==> src/rtl/she_pkg.sv <==
// Shared types and constants for the stereo harmonic exciter.
package she_pkg;

  localparam int SAMPLE_BITS = 24;
  localparam int Q30_SHIFT   = 31 - SAMPLE_BITS;
  localparam int CFG_BITS    = 17;
  localparam int NUM_BITS    = 48;
  localparam int QUO_BITS    = 31;

  typedef enum logic [2:0] {
    REG_POLE       = 3'd0,
    REG_CLIP_GAIN  = 3'd1,
    REG_HARM       = 3'd2,
    REG_MIX_GAIN   = 3'd3,
    REG_ACCUMULATE = 3'd4
  } reg_index_t;

  typedef struct packed {
    logic signed [SAMPLE_BITS-1:0] in_left;
    logic signed [SAMPLE_BITS-1:0] in_right;
    logic signed [SAMPLE_BITS-1:0] prior_left;
    logic signed [SAMPLE_BITS-1:0] prior_right;
    logic                          block_end;
  } frame_t;

  typedef struct packed {
    logic signed [SAMPLE_BITS-1:0] out_left;
    logic signed [SAMPLE_BITS-1:0] out_right;
    logic                          block_end_out;
  } result_t;

endpackage

==> src/rtl/stereo_harmonic_exciter.sv <==
// Stereo harmonic exciter: high-pass, clip, waveshape, high-pass, mix.
//
// Input channel: frame_valid / frame_stall carry one stereo frame per beat
// in frame. A beat is taken when frame_valid is high and frame_stall low.
// Output channel: result_valid / result_stall carry one result per frame.
// Configuration: cfg_write with cfg_index and cfg_data writes one register
// in the same cycle; write only while the block is idle.
// Each channel runs through one shared 33x19 multiplier and a one bit per
// cycle divider in 13 sequencer steps plus a wait on the divider; the left
// channel runs first, then the right, and a new frame is taken only after
// the result has been passed to the output register.
// frame_stall stays high during that work. The finished result sits in an
// output register, so the next frame is taken while it waits; if the
// receiver still stalls when the next result is done, the sequencer holds.
// Reset clears all four filter states and loads the register defaults.
module stereo_harmonic_exciter (
  input  logic                             clk,
  input  logic                             rst,
  input  logic                             frame_valid,
  output logic                             frame_stall,
  input  she_pkg::frame_t                  frame,
  output logic                             result_valid,
  input  logic                             result_stall,
  output she_pkg::result_t                 result,
  input  logic                             cfg_write,
  input  logic [2:0]                       cfg_index,
  input  logic [she_pkg::CFG_BITS-1:0]     cfg_data
);

  localparam int SB = she_pkg::SAMPLE_BITS;
  localparam int SH = she_pkg::Q30_SHIFT;
  localparam int NB = she_pkg::NUM_BITS;
  localparam int QB = she_pkg::QUO_BITS;

  typedef enum logic [15:0] {
    ST_IDLE = 16'h0001, ST_M1 = 16'h0002, ST_M2 = 16'h0004, ST_F1 = 16'h0008,
    ST_M3   = 16'h0010, ST_CL = 16'h0020, ST_M4 = 16'h0040, ST_M5 = 16'h0080,
    ST_DV0  = 16'h0100, ST_DIV = 16'h0200, ST_M6 = 16'h0400, ST_M7 = 16'h0800,
    ST_F2   = 16'h1000, ST_M8 = 16'h2000, ST_FIN = 16'h4000, ST_PUB = 16'h8000
  } state_t;

  state_t state;
  logic   ch;
  she_pkg::frame_t frame_r;

  logic [15:0] pole;
  logic [15:0] clip_gain;
  logic [16:0] harm_amount;
  logic [15:0] mix_gain;
  logic        accumulate;

  logic signed [31:0] lp1 [2];
  logic signed [31:0] lp2 [2];

  logic signed [51:0] prod;
  logic signed [51:0] acc;
  logic signed [32:0] hp;
  logic signed [32:0] s_reg;
  logic               neg;
  logic [30:0]        mag;
  logic [NB-1:0]      num;
  logic signed [SB-1:0] out_l;
  logic signed [SB-1:0] osat_r;

  logic signed [SB-1:0] xs;
  logic signed [SB-1:0] ps;
  logic signed [32:0]   x30;
  logic signed [32:0]   ma;
  logic signed [18:0]   mb;
  logic signed [18:0]   one_minus_p;
  logic signed [32:0]   fx;
  logic signed [53:0]   fsum;
  logic signed [53:0]   fr;
  logic signed [31:0]   fy;
  logic signed [51:0]   ct;
  logic signed [31:0]   cv;
  logic signed [53:0]   w;
  logic signed [53:0]   wet;
  logic signed [53:0]   osum;
  logic signed [SB-1:0] osat;

  logic [QB-1:0] quo;
  logic          div_done;
  logic          div_start;
  logic [NB-1:0] den;

  assign frame_stall = (state != ST_IDLE);
  assign div_start   = (state == ST_DV0);
  assign den         = NB'(prod[NB-1:0]) + (NB'(1) << 38);

  always_comb begin
    xs          = ch ? frame_r.in_right : frame_r.in_left;
    ps          = ch ? frame_r.prior_right : frame_r.prior_left;
    x30         = 33'(xs) <<< SH;
    one_minus_p = 19'sd65536 - signed'({3'b000, pole});
    ma = '0;
    mb = '0;
    unique case (state)
      ST_M1:   begin ma = x30;   mb = one_minus_p; end
      ST_M2:   begin ma = 33'(lp1[ch]); mb = signed'({3'b000, pole}); end
      ST_M3:   begin ma = hp;    mb = signed'({3'b000, clip_gain}); end
      ST_M4:   begin
        ma = signed'({2'b00, mag});
        mb = signed'({2'b00, harm_amount}) + 19'sd256;
      end
      ST_M5:   begin ma = signed'({2'b00, mag}); mb = signed'({2'b00, harm_amount}); end
      ST_M6:   begin ma = s_reg; mb = one_minus_p; end
      ST_M7:   begin ma = 33'(lp2[ch]); mb = signed'({3'b000, pole}); end
      ST_M8:   begin ma = hp;    mb = signed'({3'b000, mix_gain}); end
      default: begin ma = '0;    mb = '0; end
    endcase
  end

  always_comb begin
    fx   = (state == ST_F2) ? s_reg : x30;
    fsum = 54'(acc) + 54'(prod) + 54'sd32768;
    fr   = fsum >>> 16;
    if (fr > 54'sd2147483647) begin
      fy = 32'sh7fffffff;
    end else if (fr < -54'sd2147483648) begin
      fy = 32'sh80000000;
    end else begin
      fy = fr[31:0];
    end
    ct = (prod + 52'sd2048) >>> 12;
    if (ct > 52'sd1073741824) begin
      cv = 32'sd1073741824;
    end else if (ct < -52'sd1073741824) begin
      cv = -32'sd1073741824;
    end else begin
      cv = ct[31:0];
    end
    w    = (54'(prod) + 54'sd8192) >>> 14;
    wet  = (w + (54'sd1 <<< (SH - 1))) >>> SH;
    osum = 54'(xs) + wet + (accumulate ? 54'(ps) : 54'sd0);
    if (osum > 54'((64'sd1 <<< (SB - 1)) - 1)) begin
      osat = {1'b0, {(SB-1){1'b1}}};
    end else if (osum < -54'(64'sd1 <<< (SB - 1))) begin
      osat = {1'b1, {(SB-1){1'b0}}};
    end else begin
      osat = osum[SB-1:0];
    end
  end

  always_ff @(posedge clk) begin
    if (rst) begin
      pole        <= 16'd24170;
      clip_gain   <= 16'd4096;
      harm_amount <= 17'd0;
      mix_gain    <= 16'd8192;
      accumulate  <= 1'b0;
    end else if (cfg_write) begin
      unique case (cfg_index)
        she_pkg::REG_POLE:       pole        <= cfg_data[15:0];
        she_pkg::REG_CLIP_GAIN:  clip_gain   <= cfg_data[15:0];
        she_pkg::REG_HARM:       harm_amount <= cfg_data[16:0];
        she_pkg::REG_MIX_GAIN:   mix_gain    <= cfg_data[15:0];
        she_pkg::REG_ACCUMULATE: accumulate  <= cfg_data[0];
        default: ;
      endcase
    end
  end

  always_ff @(posedge clk) begin
    prod <= 52'(ma * mb);
    if (state == ST_M2 || state == ST_M7) acc <= prod;
    if (state == ST_F1 || state == ST_F2) hp <= fx - 33'(fy);
    if (state == ST_CL) begin
      neg <= cv[31];
      mag <= cv[31] ? 31'(-cv) : cv[30:0];
    end
    if (state == ST_M5) num <= prod[NB-1:0];
    if (state == ST_DIV && div_done) begin
      s_reg <= neg ? -33'(signed'({2'b00, quo})) : 33'(signed'({2'b00, quo}));
    end
    if (state == ST_FIN && !ch) out_l <= osat;
    if (state == ST_IDLE && frame_valid) frame_r <= frame;
  end

  always_ff @(posedge clk) begin
    if (rst) begin
      state        <= ST_IDLE;
      ch           <= 1'b0;
      result_valid <= 1'b0;
      lp1[0] <= '0;
      lp1[1] <= '0;
      lp2[0] <= '0;
      lp2[1] <= '0;
    end else begin
      if (result_valid && !result_stall && state != ST_PUB) result_valid <= 1'b0;
      unique case (state)
        ST_IDLE: if (frame_valid) begin
          ch    <= 1'b0;
          state <= ST_M1;
        end
        ST_M1:  state <= ST_M2;
        ST_M2:  state <= ST_F1;
        ST_F1:  begin lp1[ch] <= fy; state <= ST_M3; end
        ST_M3:  state <= ST_CL;
        ST_CL:  state <= ST_M4;
        ST_M4:  state <= ST_M5;
        ST_M5:  state <= ST_DV0;
        ST_DV0: state <= ST_DIV;
        ST_DIV: if (div_done) state <= ST_M6;
        ST_M6:  state <= ST_M7;
        ST_M7:  state <= ST_F2;
        ST_F2:  begin lp2[ch] <= fy; state <= ST_M8; end
        ST_M8:  state <= ST_FIN;
        ST_FIN: begin
          if (ch) begin
            state <= ST_PUB;
          end else begin
            ch    <= 1'b1;
            state <= ST_M1;
          end
        end
        ST_PUB: if (!result_valid || !result_stall) begin
          result.out_left      <= out_l;
          result.out_right     <= osat_r;
          result.block_end_out <= frame_r.block_end;
          result_valid         <= 1'b1;
          state                <= ST_IDLE;
        end
        default: state <= ST_IDLE;
      endcase
    end
  end

  always_ff @(posedge clk) begin
    if (state == ST_FIN && ch) osat_r <= osat;
  end

  she_div u_div (
    .clk   (clk),
    .rst   (rst),
    .start (div_start),
    .num   (num),
    .den   (den),
    .quo   (quo),
    .done  (div_done)
  );

`ifndef NO_ASSERTIONS
  a_accept_start: assert property (@(posedge clk) disable iff (rst)
    (frame_valid && !frame_stall) |=> (state == ST_M1 && !ch))
    else $error("accepted frame did not start left channel");
  a_div_state: assert property (@(posedge clk) disable iff (rst)
    div_done |-> state == ST_DIV) else $error("divider result outside wait step");
  a_publish: assert property (@(posedge clk) disable iff (rst)
    (state == ST_PUB && !(result_valid && result_stall)) |=>
    (result_valid && state == ST_IDLE)) else $error("result not published");
  a_lp_hold: assert property (@(posedge clk) disable iff (rst)
    (state != ST_F1) |=> $stable(lp1[0]) && $stable(lp1[1]))
    else $error("first filter state changed outside update");
`endif

endmodule

==> src/rtl/she_div.sv <==
// Restoring divider for the waveshaper, one quotient bit per cycle.
module she_div (
  input  logic                            clk,
  input  logic                            rst,
  input  logic                            start,
  input  logic [she_pkg::NUM_BITS-1:0]    num,
  input  logic [she_pkg::NUM_BITS-1:0]    den,
  output logic [she_pkg::QUO_BITS-1:0]    quo,
  output logic                            done
);

  localparam int NB = she_pkg::NUM_BITS;
  localparam int QB = she_pkg::QUO_BITS;

  logic [NB:0]   rem;
  logic [NB-1:0] dreg;
  logic [4:0]    cnt;
  logic          busy;
  logic [NB:0]   trial;
  logic          take;

  always_comb begin
    trial = (cnt == 5'd0) ? rem : {rem[NB-1:0], 1'b0};
    take  = trial >= {1'b0, dreg};
  end

  always_ff @(posedge clk) begin
    if (rst) begin
      busy <= 1'b0;
      done <= 1'b0;
      cnt  <= '0;
    end else begin
      done <= 1'b0;
      if (start) begin
        busy <= 1'b1;
        cnt  <= '0;
        rem  <= {1'b0, num};
        dreg <= den;
        quo  <= '0;
      end else if (busy) begin
        rem <= take ? trial - {1'b0, dreg} : trial;
        quo <= {quo[QB-2:0], take};
        cnt <= cnt + 5'd1;
        if (cnt == 5'(QB - 1)) begin
          busy <= 1'b0;
          done <= 1'b1;
        end
      end
    end
  end

`ifndef NO_ASSERTIONS
  a_start_idle: assert property (@(posedge clk) disable iff (rst)
    start |-> !busy) else $error("divider started while busy");
  a_done_end: assert property (@(posedge clk) disable iff (rst)
    done |-> !busy) else $error("divider done while busy");
  a_done_after: assert property (@(posedge clk) disable iff (rst)
    done |-> $past(busy)) else $error("divider done without work");
`endif

endmodule
==> config.mk <==
export PLATFORM = sky130hd
export DESIGN_NAME = stereo_harmonic_exciter
export DESIGN_NICKNAME = d
export VERILOG_FILES = /design/src/rtl/she_pkg.sv /design/src/rtl/stereo_harmonic_exciter.sv /design/src/rtl/she_div.sv
export SDC_FILE = /design/constraint.sdc
export NUM_CORES = 2
export LEC_CHECK = 0
export BUFFER_PORTS_ARGS = -buffer_cell sky130_fd_sc_hd__buf_2
export CAP_MARGIN = 40
export CORE_ASPECT_RATIO = 1.4
export CORE_MARGIN = 2
export CORE_UTILIZATION = 31
export DETAILED_ROUTE_END_ITERATION = 6
export GPL_TIMING_DRIVEN = 0
export PLACE_DENSITY = 0.43
export SLEW_MARGIN = 40
export SYNTH_ARGS = -nofsm -noshare
export SYNTH_HDL_FRONTEND = slang
export SYNTH_SLANG_ARGS = --single-unit
==> constraint.sdc <==
create_clock -name clk -period 30 [get_ports clk]
set_clock_uncertainty 0.2 [all_clocks]
set_input_delay 1.5 -clock clk [delete_from_list [all_inputs] [get_ports clk]]
set_output_delay 1.5 -clock clk [all_outputs]
set_load 0.1 [all_outputs]
==> results.tsv <==
metric	value	unit
YS warnings	0	
Vias/cell	5.13	
Clock Tree Root	clkbuf_16	
CTS buffer count	83	
Starting Density	31.1	%
IO Pins	173	
global routing usage on met2	45.2	%
sequential area share after synthesis	33.9	%
Clock Pin Slew Worst Setup and Hold Paths	0.06	ns
gpl congestion	0.931	
first-pass GRT wire length	371	mm
synthesized cell area	65900	sq um
Synth Area per Inst	9.66	sq um
period utilization	40.1	%
Critical Path AT	12.38	ns
final instance area	75200	sq um
max reg flops	97	
# rows	200	
Layout area overhead	14.1	%
Final Setup Violations	0	
number of max-cap violations	0	
Rel. slew slack	38.6	%
CP Capture Type	flop	
most frequent cell on the critical path	fa_1	
top cells by area, synth	edfxtp_1 (30%), fa_1 (18%), ha_1 (6.7%)	
Synth area leader	edfxtp_1	
Core ar.	212000	sq um
VDD IR-drop max	40.3	uV
Critical Path RT	30.36	ns
WL/cell	25.6	microns
min cycle time layout	12.02	ns
unrepaired setup endpoints after global routing	false	
Design Power	3010	uW
final-report hold violation count	0	
Sink Count	792	
DRC	0	
HPWL Detailed	215	mm
Chip Width	394	microns
top-count cell post-synth	inv_1	
Slowest cell on crit path	a221o_1	
vias in the first global route	54100	
Synth Instances	6826	
GRT busiest layer	met2	
Post-synth EDFFs	648	
cts hold-fix bufs	0	
H-tree depth	3	
Hold Path Class	reg -> reg	
leakage	0.0312	uW
drt total wl	258	mm
most common library cells after synthesis	inv_1 (1011), nand2_1 (821), edfxtp_1 (648)	
Clock Latency Late Sink	0.71	ns
detailed-route via count	51600	
gr ovfl total	0	
Yosys reg bits	792	
Post-CTS Setup Inserts	0	
height of the die	550	microns
post-synth cell types	102	
crit path launch type	flop	
Primary FF master, synth	edfxtp_1	
Post-Place Setup Slack	17.97	ns
Yosys top cell area share	29.5	%
DRT Pass-1 Iters	7	
Tightest Pin Transition	0.921	ns
CP max stage delay	0.73	ns
Net count, final	8249	
# resized after CTS	0	
status	finished, final reports clean	
Detail Route Antenna Nets	0	
Largest regs	frame_r: 97 flops, lp1: 64 flops, lp2: 64 flops	
Crit Path Category	reg -> reg	
share of post-route cells with drive strength above 1	9.37	%
initial antenna violation count	28	
final setup margin	17.98	ns
Port Buf Inserts	171	
Bufs on Longest Clock Path	3	
Top reg by flops	frame_r	
CP max FO	10	
fin. max-slew vios	0	
fmax	0.0832	GHz
largest net degree at the start of global routing	70	
Die ar.	216000	sq um
GRT met1 Usage	25.9	%
total track usage	23.5	%
P per Cell Area	40.0	nW/um^2
Synth async-reset ratio	0	%
CTS tree	built	
setup TNS	0	ns
Iteration-0 DRC Markers	3470	
placed inst area	72300	sq um
met3 GRT Util	1.74	%
cell type report:
cell class / instances / area (sq um)
Inverter: 1014 / 3820
Clock inverter: 51 / 631
Buffer: 294 / 1190
Multi-Input combinational cell: 4727 / 39500
Antenna cell: 9 / 22.5
Tap cell: 2828 / 3540
Timing Repair Buffer: 252 / 1910
Clock buffer: 99 / 2250
Sequential cell: 792 / 22300
Fill cell: 21800 / 136000
worst paths after layout:
| path | startpoint | to | slack, ns | cells past startpoint |
|---|---|---|---|---|
| max | state[4] | prod[39] | 17.98 | 33 |
| min | osat_r[10] | result[11] | 0.21 | 0 |
| max reg2reg | state[4] | prod[39] | 17.98 | 33 |
| min reg2reg | osat_r[10] | result[11] | 0.21 | 0 |
through the flow:
stage / utilization, % / hold slack [ns] / cells
3_5_place_dp: 34.1 / 0.205 / 9906
6_report: 35.5 / 0.211 / 10100
2_1_floorplan: - / 0.200 / 6827
5_1_grt: 35.5 / 0.223 / 10100
3_3_place_gp: 33.2 / 0.203 / 9826
4_1_cts: 35.5 / 0.218 / 10100
critical path: cells and delay by family, from the launching register on:
kind                     cells  cell delay [ns]
flip-flops                   1             0.37
XOR/XNOR                     1             0.41
AO/OA/AOI/OAI                9             3.16
buffers and inverters        7             1.81
AND/OR/NAND/NOR              9             2.41
adder cells (fa/ha/maj)      7             3.47
metal layers:
metal  wire, microns  part of all wire, %
met5               0                    0
met4           13900                  5.4
met3            8320                  3.2
met2          138000                   54
met1           97000                   38
report_power, final:
part	leakage [uW]	internal, uW	switching (uW)
Sequential	0.00716	1240	28.2
Combinational	0.0227	197	420
Clock	0.00140	644	482
cell usage in the layout, fill, tap and decap left out, types with 49 or more instances in the layout:
master     count
inv_1       1009
nand2_1      820
edfxtp_1     648
fa_1         608
nor2_1       531
ha_1         354
a21oi_1      330
o21ai_0      285
clkbuf_1     230
xnor2_1      228
buf_2        198
dfxtp_1      142
a21o_1       119
nand3_1       97
xor2_1        96
nor2b_1       91
mux2i_1       86
clkbuf_16     85
nor3_1        77
mux2_2        76
a31oi_1       59
nand4_1       54
nand2b_1      51
and2_1        49
kinds of logic after synthesis:
logic type | share of synthesized area, %
buffers and inverters | 7.48
multiplexers | 2.88
AO/OA/AOI/OAI | 12.2
other | 0.0114
adder cells (fa/ha/maj) | 25.2
XOR/XNOR | 4.34
AND/OR/NAND/NOR | 13.9
flip-flops | 33.9
Power figures use the tool's default switching activity.
